--- config.mk ---
export PLATFORM = sky130hd
export DESIGN_NAME = fth_front
export DESIGN_NICKNAME = d
export VERILOG_FILES = /design/src/hw/rtl/fth_pkg.sv /design/src/hw/rtl/fth_front.sv
export SDC_FILE = /design/constraint.sdc
export NUM_CORES = 1
export LEC_CHECK = 0
export ABC_AREA = 1
export BUFFER_PORTS_ARGS = -buffer_cell sky130_fd_sc_hd__buf_2
export CORE_AREA = 8 8 246 248
export CTS_BUF_LIST = sky130_fd_sc_hd__clkbuf_4 sky130_fd_sc_hd__clkbuf_8
export DETAILED_ROUTE_END_ITERATION = 8
export DIE_AREA = 0 0 254 256
export GPL_TIMING_DRIVEN = 0
export SLEW_MARGIN = 20
export SYNTH_ARGS = -nofsm -noshare
export SYNTH_HDL_FRONTEND = slang
export SYNTH_SLANG_ARGS = --single-unit
--- constraint.sdc ---
create_clock -name clk -period 26 [get_ports clk]
set_input_delay 0 -clock clk [delete_from_list [all_inputs] [get_ports clk]]
set_output_delay 0 -clock clk [all_outputs]
set_load 0.005 [all_outputs]
--- src/hw/rtl/fth_pkg.sv ---
`timescale 1ns / 1ps
package fth_pkg;

  typedef enum logic [1:0] {
    CMD_FIND  = 2'd0,
    CMD_ADD   = 2'd1,
    CMD_CLEAR = 2'd2,
    CMD_NONE  = 2'd3
  } cmd_t;

  typedef enum logic [2:0] {
    ST_FOUND    = 3'd0,
    ST_MISS     = 3'd1,
    ST_UPDATED  = 3'd2,
    ST_INSERTED = 3'd3,
    ST_FULL     = 3'd4,
    ST_CLEARED  = 3'd5
  } status_t;

  localparam int unsigned HASH_SEED = 32'd5381;

  // full five-tuple, ports and protocol packed as the stored key
  typedef struct packed {
    logic [63:0] shi;
    logic [63:0] slo;
    logic [63:0] dhi;
    logic [63:0] dlo;
    logic [39:0] pp;
  } key_t;

endpackage

--- src/hw/rtl/fth_front.sv ---
`timescale 1ns / 1ps
// Front end: takes requests, folds the source address into a 32-bit hash and
// reduces it modulo the bucket count by restoring subtraction, one bit a cycle.
module fth_front
  import fth_pkg::*;
#(
  parameter int BW = 6
) (
  input  logic          clk,
  input  logic          rst_n,
  input  logic          in_valid,
  output logic          in_stall,
  input  logic [1:0]    in_cmd,
  input  key_t          in_key,
  input  logic [15:0]   in_val,
  input  logic [BW:0]   nb,
  output logic          q_valid,
  input  logic          q_stall,
  output logic [1:0]    q_cmd,
  output key_t          q_key,
  output logic [15:0]   q_val,
  output logic [BW-1:0] q_bucket
);

  typedef enum logic [2:0] {
    F_IDLE = 3'b001,
    F_DIV  = 3'b010,
    F_OUT  = 3'b100
  } fstate_t;

  fstate_t     st_r, st_nxt;
  logic [31:0] h_r, h_nxt;
  logic [BW:0] rem_r, rem_nxt;
  logic [5:0]  cnt_r, cnt_nxt;
  logic [1:0]  cmd_r;
  key_t        key_r;
  logic [15:0] val_r;
  logic [BW+1:0] trial;
  logic [31:0] hash;

  assign hash = HASH_SEED ^ in_key.shi[63:32] ^ in_key.shi[31:0]
              ^ in_key.slo[63:32] ^ in_key.slo[31:0];
  assign trial = {rem_r, h_r[31]};

  always_comb begin
    st_nxt  = st_r;
    h_nxt   = h_r;
    rem_nxt = rem_r;
    cnt_nxt = cnt_r;
    unique case (st_r)
      F_IDLE: begin
        if (in_valid) begin
          h_nxt   = hash;
          rem_nxt = '0;
          cnt_nxt = '0;
          st_nxt  = F_DIV;
        end
      end
      F_DIV: begin
        if (trial >= {1'b0, nb}) rem_nxt = (BW+1)'(trial - {1'b0, nb});
        else rem_nxt = trial[BW:0];
        h_nxt   = {h_r[30:0], 1'b0};
        cnt_nxt = cnt_r + 6'd1;
        if (cnt_r == 6'd31) st_nxt = F_OUT;
      end
      F_OUT: begin
        if (!q_stall) st_nxt = F_IDLE;
      end
      default: st_nxt = F_IDLE;
    endcase
  end

  always_ff @(posedge clk) begin
    if (!rst_n) begin
      st_r <= F_IDLE;
    end else begin
      st_r <= st_nxt;
    end
    h_r   <= h_nxt;
    rem_r <= rem_nxt;
    cnt_r <= cnt_nxt;
    if (st_r == F_IDLE) begin
      cmd_r <= in_cmd;
      key_r <= in_key;
      val_r <= in_val;
    end
  end

  assign in_stall = (st_r != F_IDLE);
  assign q_valid  = (st_r == F_OUT);
  assign q_cmd    = cmd_r;
  assign q_key    = key_r;
  assign q_val    = val_r;
  assign q_bucket = rem_r[BW-1:0];

endmodule

Word level (Yosys, flattened, before mapping)
Cells that the tools add are included.
{"block": "op_classes", "add_sub_neg": 2, "order_cmp": 1, "eq_ne": 8, "muxes": 11, "n_bitwise": 4, "n_reduce_logical": 3}
{"cell": "$xor A32 B32 Y32", "count": 3}
{"cell": "$pmux W32 S2", "count": 1}
{"cell": "$mux W32", "count": 1}
{"cell": "$mux W7", "count": 2}
{"cell": "$pmux W7 S2", "count": 1}
{"cell": "$pmux W6 S2", "count": 1}
{"cell": "$mux W3", "count": 3}
{"cell": "$pmux W3 S3", "count": 1}
{"cell": "$ge A8 B7 Y1", "count": 1}
{"cell": "$sub A7 B7 Y7", "count": 1}
{"cell": "$add A6 B1 Y6 const B", "count": 1}
{"cell": "$eq A6 B5 Y1 const B", "count": 1}
{"cell": "$mux W6", "count": 1}
{"cell": "$ne A2 B2 Y1 const B", "count": 3}
{"cell": "$not A5 Y5", "count": 1}
{"cell": "$eq A3 B1 Y1 const B", "count": 1}
{"cell": "$eq A3 B2 Y1 const B", "count": 1}
{"cell": "$eq A3 B3 Y1 const B", "count": 1}
{"cell": "$ne A3 B1 Y1 const B", "count": 1}
{"cell": "$reduce_and A3 Y1", "count": 1}
{"cell": "$reduce_and A2 Y1", "count": 1}
{"cell": "$reduce_bool A2 Y1", "count": 1}
{"block": "totals", "register_bits": 362}

Logic depth before layout (Yosys ltp)
{"block": "logic_depth", "depth_word": 6, "ltp_mapped": 13, "depth_no_buf": 13}

Least setup slack after synthesis
No wires, ideal clock.
{"block": "synth_path", "path_type": "reg2reg", "from": "reg st_r[0]", "to": "reg cnt_r[0], enable pin", "setup_ps": 405, "arrival_time_ps": 14514, "setup_slack_ps": 11081, "stages_incl_launch_ff": 5, "n_path_buf": 0, "synth_period_minus_slack_ps": 14919, "cell_sequence": "dfxtp_1 -> inv_1 -> nor3_2 -> nand2_1 -> nand2_1"}
{"block": "synth_via", "elab_chain_len": 3, "word_cells_on_any_way": 5, "classes_between": "eq/ne: 3; reduce/logical: 2"}
{"element": "start: declaration", "line": "fth_front.sv:31", "rtl": "fstate_t st_r, st_nxt;"}
{"element": "start signal: assignment", "line": "fth_front.sv:77", "rtl": "st_r <= st_nxt;"}
{"element": "$eq A3 B1 Y1 or $eq A3 B2 Y1 (tied branches)", "line": "fth_front.sv:50", "rtl": "unique case (st_r)"}
{"element": "$ne A2 B2 Y1 (no source line) or $reduce_bool A2 Y1 (tied branches)"}
{"element": "$reduce_and A2 Y1 (no source line) *"}
{"element": "end signal: assignment", "line": "fth_front.sv:81", "rtl": "cnt_r <= cnt_nxt;"}
{"element": "end: declaration", "line": "fth_front.sv:34", "rtl": "logic [5:0] cnt_r, cnt_nxt;"}
Every way passes the cells marked *; elsewhere a longest branch is shown, timed or not.
A chain may end at the register's enable or synchronous reset.

Worst setup path after layout
{"block": "layout_path", "from": "reg st_r[0]", "to": "reg st_r[2]"}
{"block": "layout_via", "elab_chain_len": 3, "word_cells_on_any_way": 8, "classes_between": "eq/ne: 6; mux: 1; reduce/logical: 1"}
{"element": "$eq A3 B2 Y1 (tied with other cells)", "line": "fth_front.sv:50"}
{"element": "$ne A2 B2 Y1 (no source line)"}
{"element": "$reduce_and A3 Y1 (no source line)"}
Several ways; a longest one is shown, not always the timed one.

==> flow_metrics.env <==
export IMPL_status="complete, no violations"
export IMPL_netSwitchingPower_mw=0.516
export IMPL_min_period_ps=2510
export IMPL_rsz0062_at_grt="no"
export IMPL_ant_nets=0
export IMPL_min_path_type="in -> reg"
export IMPL_final_common_cell="buf_2"
export IMPL_synth_nets=1079
export IMPL_critical_path_max_fanout=9
export IMPL_clk_pin_slew_ps=60
export IMPL_setup_viol=0
export IMPL_whs_ps=79.9
export IMPL_worstSetupPathType="reg -> reg"
export IMPL_grt_overflow_total=0
export IMPL_initial_core_util=0.228
export IMPL_leakage_nw=9.70
export IMPL_post_dp_hpwl_mm=36.2
export IMPL_cts_buffers=66
export IMPL_die_w_um=254
export IMPL_num_rows=88
export IMPL_placed_cells=2177
export IMPL_yosysWarnings=0
export IMPL_first_global_vias=11900
export IMPL_htreeDepth=3
export IMPL_drcViolationCount=0
export IMPL_cts_resized_gates=0
export IMPL_grt_max_degree=46
export IMPL_relSlewSlack=0.449
export IMPL_peakVddDrop_mv=0.0461
export IMPL_multi_input_area_um2=1910
export IMPL_drive_gt1_frac=0.431
export IMPL_dr_pass1_iters=4
export IMPL_finalHoldViolCount=0
export IMPL_ioPinCount=647
export IMPL_clock_path_buffers=3
export IMPL_cts_tree="done"
export IMPL_areaGrowthSynthToFinish_pct=73.8
export IMPL_antenna_found_initial=12
export IMPL_drt_iter0_markers=426
export IMPL_coreArea_um2=56800
export IMPL_die_area_um2=65000
export IMPL_slew_violations=0
export IMPL_clkPwrFrac=0.307
export IMPL_gp_congestion=0.825
export IMPL_cp_required_ps=26500
export IMPL_insertion_delay_ps=640
export IMPL_die_h_um=256
export IMPL_max_cap_violations=0
export IMPL_avgSynthCellArea_um2=17.4
export IMPL_fill_cells=5234
export IMPL_swShare=0.287
export IMPL_nets=2184
export IMPL_cts_sinks=362
export IMPL_grt_pass1_wl_mm=74.7
export IMPL_critPathLaunchType="flip-flop"
export IMPL_p_comb_frac=0.221
export IMPL_fin_cells=2671
export IMPL_postCtsSetupBuffers=0
export IMPL_fin_crit_sh=0.0965
export IMPL_cts_root_buf="clkbuf_8"
export IMPL_skew_ps=27.9
export IMPL_via_per_inst=3.95
export IMPL_ys_seq_area_frac=0.836
export IMPL_critPathCaptureType="flip-flop"
export IMPL_wl_per_cell_um=19.3
export IMPL_grt_use_total=0.152
export IMPL_fin_total_pwr_mw=1.80
export IMPL_io_buffers=646
export IMPL_p_seq_frac=0.472
export IMPL_fin_util=0.397
export IMPL_vias=10600
export IMPL_mostFrequentLayoutCells="buf_2, dlygate4sd3_1, edfxtp_1"
export IMPL_ys_types=29
export IMPL_fin_setup_tns_ps=0
export IMPL_p_per_area_nw_per_um2=80.0
export IMPL_ys_ff_latch=362
export IMPL_drt_wl_total_mm=51.6
export IMPL_worst_pin_slew_ps=826
export IMPL_cp_arrival_ps=3000
export IMPL_internal_power_mw=1.29
export IMPL_syn_inst=745
export IMPL_max_freq_mhz=399
export IMPL_seq_area_um2=10800
export IMPL_synthesis_area_um2=13000
cell type report:
type,count,share of cell area
flip-flops and latches,362,0.481
repair buffers,1037,0.322
multi-input cells,332,0.0848
clock buffers,84,0.0463
well taps,765,0.0425
clock inverters,31,0.0122
inverters,37,0.00616
plain buffers,14,0.00389
diodes,9,0.00100
worst max-delay path, cell delays in order, from the launching register on:
cell           delay, ps
dfxtp_1              340
inv_1                 90
nor3_4               490
nand2_1              190
nand3_1              120
dlygate4sd3_1        550
a21oi_1               60
dlygate4sd3_1        550
power by group through the flow:
stage	Sequential (mW)	Combinational [mW]	Clock [mW]
6_report	0.850	0.399	0.553
3_3_place_gp	0.943	0.314	0
2_1_floorplan	0.928	0.102	0
3_5_place_dp	0.857	0.356	0
5_1_grt	0.861	0.433	0.596
4_1_cts	0.847	0.403	0.572
state kept, by name, indices dropped and copies added, names as in the netlist:
name	cells
q_cmd	2
cnt_r	6
q_val	16
q_key	296
h_r	32
rem_r	7
st_r	3
final timing paths:
check / start / to / slack (ps) / cells past startpoint
setup / recovery: st_r[0]$_SDFFE_PN1P_ / st_r[2]$_SDFFE_PN0P_ / 23490 / 7
hold / removal: in_key[31] / q_key[31]$_DFFE_PP_ / 80 / 2
setup reg to reg: st_r[0]$_SDFFE_PN1P_ / st_r[2]$_SDFFE_PN0P_ / 23490 / 7
hold reg to reg: h_r[13]$_DFFE_PP_ / h_r[14]$_DFFE_PP_ / 530 / 2
per-layer routing:
| layer | share of wire | vias up | GRT usage |
|---|---|---|---|
| li1 | - | 4907 | - |
| met1 | 0.37 | 5061 | 0.166 |
| met2 | 0.50 | 487 | 0.265 |
| met3 | 0.097 | 93 | 0.0559 |
| met4 | 0.026 | 4 | 0.0626 |
| met5 | 0.00052 | - | 0 |
cell usage after synthesis, drive strengths merged:
cell type / instances / share of area
edfxtp: 359 / 0.83
nand2: 133 / 0.039
xor2: 55 / 0.037
nand3: 50 / 0.020
inv: 37 / 0.011
or2: 27 / 0.013
nor2: 22 / 0.0064
xnor2: 12 / 0.0081
buf: 11 / 0.0059
ha: 8 / 0.0077
nand2b: 8 / 0.0039
a21oi: 7 / 0.0039
clkbuf: 3 / 0.00087
dfxtp: 3 / 0.0046
nor3: 3 / 0.0028
nand4: 2 / 0.00097
o21ai: 2 / 0.00077
a21boi: 1 / 0.00058
fa: 1 / 0.0015
nor3b: 1 / 0.00058
cells by family after synthesis:
group	synth area share
flops	0.836
xor+xnor	0.0453
buf+inv	0.0175
compound gates	0.00521
fa+ha+maj	0.00927
simple gates	0.0866
what timing repair did:
item	CTS	global route
hold buffers	370	0
endpoints found under the setup margin	0	0
hold endpoints to repair	351	0
per-stage QoR:
| step | cell area (um2) | setup slack (ps) |
|---|---|---|
| CTS | 22500 | 23430 |
| detailed placement | 17500 | 23700 |
| global placement | 17200 | 4850 |
| floorplan | 13000 | 11080 |
| global route | 22500 | 23330 |
| finish | 22500 | 23490 |
No activity file was read; power rests on OpenSTA's default activity.
